`src/rtl/core/fatlb_pkg.sv`:
```
`timescale 1ns / 1ps

package fatlb_pkg;

  localparam int ENTRIES   = 16;
  localparam int IDX_W     = 4;
  localparam int CNT_W     = 5;
  localparam int PAGE_W    = 20;
  localparam int FRAME_W   = 20;
  localparam int STAMP_W   = 32;
  localparam int CFG_W     = 5;
  localparam int CFG_IDX_W = 2;

  localparam logic [CFG_IDX_W-1:0] REG_IN_USE = 2'd0;
  localparam logic [CFG_IDX_W-1:0] REG_WINDOW = 2'd1;

  localparam logic [CFG_W-1:0] RESET_IN_USE = 5'd16;
  localparam logic [CFG_W-1:0] RESET_WINDOW = 5'd10;

  typedef struct packed {
    logic load;
    logic match;
    logic scan;
    logic fill;
  } cmd_t;

  typedef struct packed {
    logic need_scan;
    logic scan_last;
  } status_t;

endpackage

```
`src/rtl/core/fatlb_ctrl.sv`:
```
`timescale 1ns / 1ps

module fatlb_ctrl (
  input  logic              clk_i,
  input  logic              rst_ni,
  input  logic              start_i,
  input  fatlb_pkg::status_t status_i,
  output fatlb_pkg::cmd_t   cmd_o,
  output logic              busy_o
);

  localparam logic [1:0] ST_IDLE  = 2'd0;
  localparam logic [1:0] ST_MATCH = 2'd1;
  localparam logic [1:0] ST_SCAN  = 2'd2;
  localparam logic [1:0] ST_FILL  = 2'd3;

  logic [1:0] state_q, state_d;

  always_comb begin
    state_d = state_q;
    cmd_o   = '0;
    case (state_q)
      ST_IDLE: begin
        if (start_i) begin
          cmd_o.load = 1'b1;
          state_d    = ST_MATCH;
        end
      end
      ST_MATCH: begin
        cmd_o.match = 1'b1;
        state_d     = status_i.need_scan ? ST_SCAN : ST_IDLE;
      end
      ST_SCAN: begin
        cmd_o.scan = 1'b1;
        if (status_i.scan_last) begin
          state_d = ST_FILL;
        end
      end
      ST_FILL: begin
        cmd_o.fill = 1'b1;
        state_d    = ST_IDLE;
      end
      default: begin
        state_d = ST_IDLE;
      end
    endcase
  end

  always_ff @(posedge clk_i or negedge rst_ni) begin
    if (!rst_ni) begin
      state_q <= ST_IDLE;
    end else begin
      state_q <= state_d;
    end
  end

  assign busy_o = (state_q != ST_IDLE);

endmodule

```
`src/rtl/core/fatlb_dp.sv`:
```
`timescale 1ns / 1ps

module fatlb_dp (
  input  logic                                clk_i,
  input  logic                                rst_ni,
  input  fatlb_pkg::cmd_t                     cmd_i,
  output fatlb_pkg::status_t                  status_o,
  input  logic                                op_i,
  input  logic [fatlb_pkg::PAGE_W-1:0]        virtual_page_i,
  input  logic [fatlb_pkg::FRAME_W-1:0]       frame_number_i,
  input  logic [fatlb_pkg::STAMP_W-1:0]       stamp_i,
  input  logic                                cfg_we_i,
  input  logic [fatlb_pkg::CFG_IDX_W-1:0]     cfg_index_i,
  input  logic [fatlb_pkg::CFG_W-1:0]         cfg_data_i,
  output logic                                out_valid_o,
  output logic                                hit_o,
  output logic [fatlb_pkg::FRAME_W-1:0]       frame_o
);

  localparam int N = fatlb_pkg::ENTRIES;

  logic [fatlb_pkg::CFG_W-1:0]   in_use_q, window_q;

  logic                          req_op_q;
  logic [fatlb_pkg::PAGE_W-1:0]  req_page_q;
  logic [fatlb_pkg::FRAME_W-1:0] req_frame_q;
  logic [fatlb_pkg::STAMP_W-1:0] req_stamp_q;

  logic [N-1:0]                  valid_q;
  logic [fatlb_pkg::PAGE_W-1:0]  page_q  [N];
  logic [fatlb_pkg::FRAME_W-1:0] frame_q [N];
  logic [fatlb_pkg::STAMP_W-1:0] stamp_q [N];

  logic [fatlb_pkg::IDX_W-1:0]   scan_idx_q, best_idx_q;
  logic [fatlb_pkg::STAMP_W-1:0] best_stamp_q;
  logic                          found_q;

  logic                          out_valid_q, hit_q;
  logic [fatlb_pkg::FRAME_W-1:0] out_frame_q;

  logic [fatlb_pkg::CNT_W-1:0]   n_act, win_eff, newer_cnt;
  logic [N-1:0]                  in_range, match_vec, free_vec;
  logic                          hit_any, free_any;
  logic [fatlb_pkg::IDX_W-1:0]   hit_idx, free_idx;
  logic [fatlb_pkg::STAMP_W-1:0] cur_stamp;
  logic                          take;

  logic                          wr_en, wr_new;
  logic [fatlb_pkg::IDX_W-1:0]   wr_idx;

  assign n_act   = (in_use_q > fatlb_pkg::CNT_W'(N)) ? fatlb_pkg::CNT_W'(N) : in_use_q;
  assign win_eff = (window_q == '0) ? fatlb_pkg::CNT_W'(1) : window_q;

  always_comb begin
    hit_any  = 1'b0;
    free_any = 1'b0;
    hit_idx  = '0;
    free_idx = '0;
    for (int i = N - 1; i >= 0; i--) begin
      in_range[i]  = (fatlb_pkg::CNT_W'(i) < n_act);
      match_vec[i] = in_range[i] && valid_q[i] && (page_q[i] == req_page_q);
      free_vec[i]  = in_range[i] && !valid_q[i];
      if (match_vec[i]) begin
        hit_any = 1'b1;
        hit_idx = fatlb_pkg::IDX_W'(i);
      end
      if (free_vec[i]) begin
        free_any = 1'b1;
        free_idx = fatlb_pkg::IDX_W'(i);
      end
    end
  end

  assign cur_stamp = stamp_q[scan_idx_q];

  always_comb begin
    newer_cnt = '0;
    for (int j = 0; j < N; j++) begin
      if (in_range[j] && (stamp_q[j] > cur_stamp)) begin
        newer_cnt = newer_cnt + fatlb_pkg::CNT_W'(1);
      end
    end
  end

  assign take = (newer_cnt < win_eff) && (!found_q || (cur_stamp < best_stamp_q));

  assign status_o.need_scan = req_op_q && (n_act != '0) && !hit_any && !free_any;
  assign status_o.scan_last = ({1'b0, scan_idx_q} == (n_act - fatlb_pkg::CNT_W'(1)));

  always_comb begin
    wr_en  = 1'b0;
    wr_new = 1'b0;
    wr_idx = hit_idx;
    if (cmd_i.match) begin
      if (hit_any) begin
        wr_en = 1'b1;
      end else if (req_op_q && free_any) begin
        wr_en  = 1'b1;
        wr_new = 1'b1;
        wr_idx = free_idx;
      end
    end else if (cmd_i.fill) begin
      wr_en  = 1'b1;
      wr_new = 1'b1;
      wr_idx = best_idx_q;
    end
  end

  always_ff @(posedge clk_i or negedge rst_ni) begin
    if (!rst_ni) begin
      in_use_q    <= fatlb_pkg::RESET_IN_USE;
      window_q    <= fatlb_pkg::RESET_WINDOW;
      valid_q     <= '0;
      out_valid_q <= 1'b0;
    end else begin
      if (cfg_we_i && (cfg_index_i == fatlb_pkg::REG_IN_USE)) begin
        in_use_q <= cfg_data_i;
      end
      if (cfg_we_i && (cfg_index_i == fatlb_pkg::REG_WINDOW)) begin
        window_q <= cfg_data_i;
      end
      if (wr_en && wr_new) begin
        valid_q[wr_idx] <= 1'b1;
      end
      out_valid_q <= cmd_i.match && !req_op_q;
    end
  end

  always_ff @(posedge clk_i) begin
    if (cmd_i.load) begin
      req_op_q    <= op_i;
      req_page_q  <= virtual_page_i;
      req_frame_q <= frame_number_i;
      req_stamp_q <= stamp_i;
    end
    if (wr_en) begin
      stamp_q[wr_idx] <= req_stamp_q;
      if (req_op_q) begin
        frame_q[wr_idx] <= req_frame_q;
      end
      if (wr_new) begin
        page_q[wr_idx] <= req_page_q;
      end
    end
    if (cmd_i.match) begin
      scan_idx_q  <= '0;
      found_q     <= 1'b0;
      hit_q       <= hit_any;
      out_frame_q <= hit_any ? frame_q[hit_idx] : '0;
    end else if (cmd_i.scan) begin
      scan_idx_q <= scan_idx_q + fatlb_pkg::IDX_W'(1);
      if (take) begin
        found_q      <= 1'b1;
        best_idx_q   <= scan_idx_q;
        best_stamp_q <= cur_stamp;
      end
    end
  end

  assign out_valid_o = out_valid_q;
  assign hit_o       = hit_q;
  assign frame_o     = out_frame_q;

endmodule

```
`src/rtl/core/fully_associative_tlb_lru_core.sv`:
```
`timescale 1ns / 1ps

// Channel   Direction  Handshake                   Beat
// item      in         start & !busy               op, virtual_page, frame_number, stamp
// result    out        out_valid_o (one cycle)     hit, frame
// config    in         cfg_valid_i & cfg_ready_o   cfg_index_i, cfg_data_i
//
// A lookup, or an insert that hits or finds an empty slot, runs load then match.
// An insert into a full buffer ranks one candidate stamp per cycle against
// all entries in use, scanning each entry in use, then fills the chosen slot.
// A lookup's result strobes in the first cycle with busy low after its match
// cycle. Reset clears all valid bits at once; no clearing pass. The receiver
// cannot stall.

module fully_associative_tlb_lru_core (
  input  logic                                clk_i,
  input  logic                                rst_ni,
  input  logic                                start,
  output logic                                busy,
  input  logic                                op_i,
  input  logic [fatlb_pkg::PAGE_W-1:0]        virtual_page_i,
  input  logic [fatlb_pkg::FRAME_W-1:0]       frame_number_i,
  input  logic [fatlb_pkg::STAMP_W-1:0]       stamp_i,
  output logic                                out_valid_o,
  output logic                                hit_o,
  output logic [fatlb_pkg::FRAME_W-1:0]       frame_o,
  input  logic                                cfg_valid_i,
  output logic                                cfg_ready_o,
  input  logic [fatlb_pkg::CFG_IDX_W-1:0]     cfg_index_i,
  input  logic [fatlb_pkg::CFG_W-1:0]         cfg_data_i
);

  fatlb_pkg::cmd_t    cmd;
  fatlb_pkg::status_t status;

  assign cfg_ready_o = 1'b1;

  fatlb_ctrl u_ctrl (
    .clk_i    (clk_i),
    .rst_ni   (rst_ni),
    .start_i  (start),
    .status_i (status),
    .cmd_o    (cmd),
    .busy_o   (busy)
  );

  fatlb_dp u_dp (
    .clk_i          (clk_i),
    .rst_ni         (rst_ni),
    .cmd_i          (cmd),
    .status_o       (status),
    .op_i           (op_i),
    .virtual_page_i (virtual_page_i),
    .frame_number_i (frame_number_i),
    .stamp_i        (stamp_i),
    .cfg_we_i       (cfg_valid_i && cfg_ready_o),
    .cfg_index_i    (cfg_index_i),
    .cfg_data_i     (cfg_data_i),
    .out_valid_o    (out_valid_o),
    .hit_o          (hit_o),
    .frame_o        (frame_o)
  );

endmodule
```
`config.mk`:
```
export PLATFORM = sky130hd
export DESIGN_NAME = fully_associative_tlb_lru_core
export DESIGN_NICKNAME = d
export VERILOG_FILES = /design/src/rtl/core/fatlb_pkg.sv /design/src/rtl/core/fatlb_ctrl.sv /design/src/rtl/core/fatlb_dp.sv /design/src/rtl/core/fully_associative_tlb_lru_core.sv
export SDC_FILE = /design/constraint.sdc
export NUM_CORES = 2
export LEC_CHECK = 0
export ABC_AREA = 1
export BUFFER_PORTS_ARGS = -buffer_cell sky130_fd_sc_hd__buf_2
export CAP_MARGIN = 15
export CORE_MARGIN = 8
export CORE_UTILIZATION = 40
export CTS_BUF_LIST = sky130_fd_sc_hd__clkbuf_8
export DETAILED_ROUTE_END_ITERATION = 6
export GPL_TIMING_DRIVEN = 0
export MAX_ROUTING_LAYER = met4
export RECOVER_POWER = 100
export SLEW_MARGIN = 20
export SYNTH_ARGS = -nofsm -noshare
export SYNTH_HDL_FRONTEND = slang
export SYNTH_SLANG_ARGS = --single-unit
```
`constraint.sdc`:
```
create_clock -name clk_i -period 17.1 [get_ports clk_i]
set_clock_uncertainty 0.1 [all_clocks]
set_input_delay 3.42 -clock clk_i [delete_from_list [all_inputs] [get_ports clk_i]]
set_output_delay 3.42 -clock clk_i [all_outputs]
set_load 0.05 [all_outputs]
```
==> impl_metrics.py <==
metrics = {
    "worst_setup_path": {
        "startpoint_type": "flop",
        "critPathCaptureType": "flop",
        "setup.worst_path.class": "reg -> reg",
        "path_common_cell": "nand2_1",
        "cp.arrival_ns": 16.66,
        "required_ns": 17.66,
        "cpMaxStageDelayCell": "o311ai_2",
        "slowest_delay_ns": 0.61,
        "crit_fanout": 20,
    },
    "power": {
        "p_leak_nw": 28.2,
        "ir_drop_v": 0.0000881,
        "power_density_nw_per_um2": 94.8,
    },
    "synth": {
        "async_reset_ff_frac": 0.0220,
        "yosys_warnings": 0,
        "synth_nets": 6512,
        "syn_avg_cell_area_um2": 11.4,
        "synth_top_area_share": 0.576,
        "ys_ff_latch": 1320,
        "synth_enable_flop_cells": 1282,
        "synth_area_um2": 66900,
        "synthFlopType": "edfxtp_1",
        "synth.distinct_cells": 69,
        "synth-seq-area-share": 0.589,
        "yosysTopAreaCell": "edfxtp_1",
        "netlist_instances": 5863,
        "netlist_top_cells_area": "edfxtp_1 58%, ha_1 11%, a21oi_1 4.4%",
    },
    "final_layout": {
        "layout_commonest_cell": "edfxtp_1",
        "final_net_count": 6935,
        "drive_gt1_frac": 0.0858,
        "final_area_um2": 74700,
        "area_delta_synth_final_pct": 11.7,
        "mostFrequentLayoutCells": "1282 x edfxtp_1, 667 x nand2_1, 665 x inv_1",
    },
    "cts": {
        "hold_buffers": 0,
        "cts.sinks": 1320,
        "cts_made_buffers": 217,
        "cts_root_buf": "clkbuf_8",
        "path_clk_slew_ns": 0.06,
        "clkLatencyLatePin_ns": 0.99,
        "htree_levels": 4,
        "cts_buffer_depth": 3,
        "tritoncts": "done",
    },
    "sta": {
        "min_period_over_period": 0.941,
        "fmaxAchievable_mhz": 62.1,
        "slew_headroom": -0.465,
        "period_minus_slack_ns": 16.10,
        "rsz0062_at_grt": "no",
        "fin_tns_setup_ns": 0,
        "setup_viol": 0,
        "maxSlewViolCount": 504,
        "finalHoldViolCount": 0,
        "tightest_slew_ns": 2.19,
    },
    "floorplanning": {
        "core-area_um2": 167000,
        "die_w_um": 425,
        "rows": 150,
        "initial_utilization": 0.401,
        "dieHeight_um": 425,
        "dieArea_um2": 181000,
        "io_pins": 108,
    },
    "route": {
        "drt_first_pass_iters": 6,
        "ant_nets": 0,
        "vias": 49900,
        "drt-total-wl_mm": 235,
        "drc": 0,
        "wl_per_cell_um": 27.1,
        "drt_iter0_drc": 6055,
        "routed_via_density": 5.75,
    },
    "grt": {
        "antenna_found_initial": 9,
        "grt_pass1_vias": 48300,
        "grtUsageTotal": 0.260,
        "grt_pass1_wl_mm": 333,
        "overflow": 0,
        "grt_max_degree": 30,
    },
    "placement": {
        "gp_congestion": 0.993,
        "portBuffers": 106,
        "hpwl_mm": 167,
        "postPlaceCellArea_um2": 71600,
    },
    "worst_hold_path": {
        "hold_class": "reg -> reg",
    },
    "run_status": {
        "violations": "max-capacitance violations, max-slew violations",
        "status": "complete, but fails checks",
    },
    "job": {
        "maxCapViolCount": 29,
    },
}
==> metrics by stage <==
| step | instances | hold slack, ns | setup WS (ns) | power (mW) | util |
|---|---|---|---|---|---|
| 2_1_floorplan | 5863 | 0.330 | 3.84 | 4.22 | - |
| 3_3_place_gp | 8173 | 0.337 | -1.52 | 4.49 | 0.421 |
| 3_5_place_dp | 8253 | 0.340 | 0.179 | 4.53 | 0.430 |
| 4_1_cts | 8651 | 0.350 | 0.0877 | 7.12 | 0.454 |
| 5_1_grt | 8676 | 0.405 | 0.0241 | 7.33 | 0.448 |
| 6_report | 8678 | 0.350 | 1.00 | 7.08 | 0.448 |
==> per-layer routing <==
| metal | track usage | vias up | share of wire |
|---|---|---|---|
| met1 | 0.334 | 24200 | 0.41 |
| met2 | 0.399 | 2611 | 0.44 |
| met3 | 0.0443 | 592 | 0.088 |
| met4 | 0.129 | 0 | 0.060 |
| li1 | - | 22500 | - |
| met5 | - | - | 0 |
==> cell type report <==
cell class,instances,area [µm²]
inverter,620,2350
fill,15600,92000
sequential,1320,39400
buffer,214,876
tap,2204,2760
clock buffer,226,3110
clock inverter,172,858
timing repair buffer,204,938
multi-input combinational,3709,24400
antenna,9,22.5
==> sequential cells by signal, indices dropped and copies added, names as in the netlist, 5 cells and up, named ones only <==
name,count
u_dp.frame_q,320
u_dp.best_stamp_q,32
u_dp.frame_o,20
u_dp.valid_q,16
u_dp.page_q,320
u_dp.window_q,5
u_dp.req_frame_q,20
u_dp.req_stamp_q,32
u_dp.in_use_q,5
u_dp.stamp_q,512
u_dp.req_page_q,20
==> logic make-up after synthesis <==
| group | synth area share |
|---|---|
| AOI/OAI and AO/OA | 0.127 |
| xor gates and xnor gates | 0.0120 |
| adders and majority gates | 0.106 |
| buffers and inverters | 0.0474 |
| DFF | 0.589 |
| muxes | 0.0186 |
| other | 0.0000561 |
| and+or+nand+nor | 0.101 |
==> final timing paths <==
check | to | slack, ns | depth (start not counted) | from
max | u_dp.best_stamp_q[13] | 1.00 | 77 | flop
min | u_dp.found_q | 0.35 | 2 | u_dp.found_q
max reg2reg | u_dp.best_stamp_q[13] | 1.00 | 77 | flop
min reg2reg | u_dp.found_q | 0.35 | 2 | u_dp.found_q
max in group asynchronous | u_dp.valid_q[12] | 12.97 | 1 | rst_ni
min in group asynchronous | u_dp.in_use_q[3] | 2.83 | 1 | rst_ni
==> critical path, delay by kind of cell (launching register included) <==
kind,cells,cell delay [ns]
AOI/OAI and AO/OA,9,2.26
adders and majority gates,16,4.74
buffers and inverters,18,3.95
DFF,1,0.31
muxes,1,0.15
and+or+nand+nor,33,4.14
==> synth_stat cells (27+ instances only) <==
cell	n
edfxtp_1	1282
nand2_1	667
inv_1	602
a21oi_1	585
ha_1	565
o21ai_0	493
nand3_1	272
nor2_1	181
o211ai_1	168
clkbuf_1	153
mux2i_1	124
nand4_1	72
o22ai_1	59
xor2_1	56
nor4_1	54
nor3_1	45
nand2_2	42
buf_1	36
xnor2_1	36
or2_2	30
a221oi_1	27
==> power breakdown <==
group / internal (mW) / leakage [nW] / switching, mW
registers: 3.61 / 12.0 / 0.0844
logic: 0.233 / 13.9 / 0.534
clock network: 1.25 / 2.30 / 1.37
total: 5.09 / 28.2 / 1.99
==> timing repair <==
| item | 4_1_cts | 5_1_grt |
|---|---|---|
| buffers inserted | 0 | 17 |
| resized for setup | 0 | 34 |
| endpoints found under the setup margin | 0 | 37 |
No activity file was read; power rests on OpenSTA's default activity.
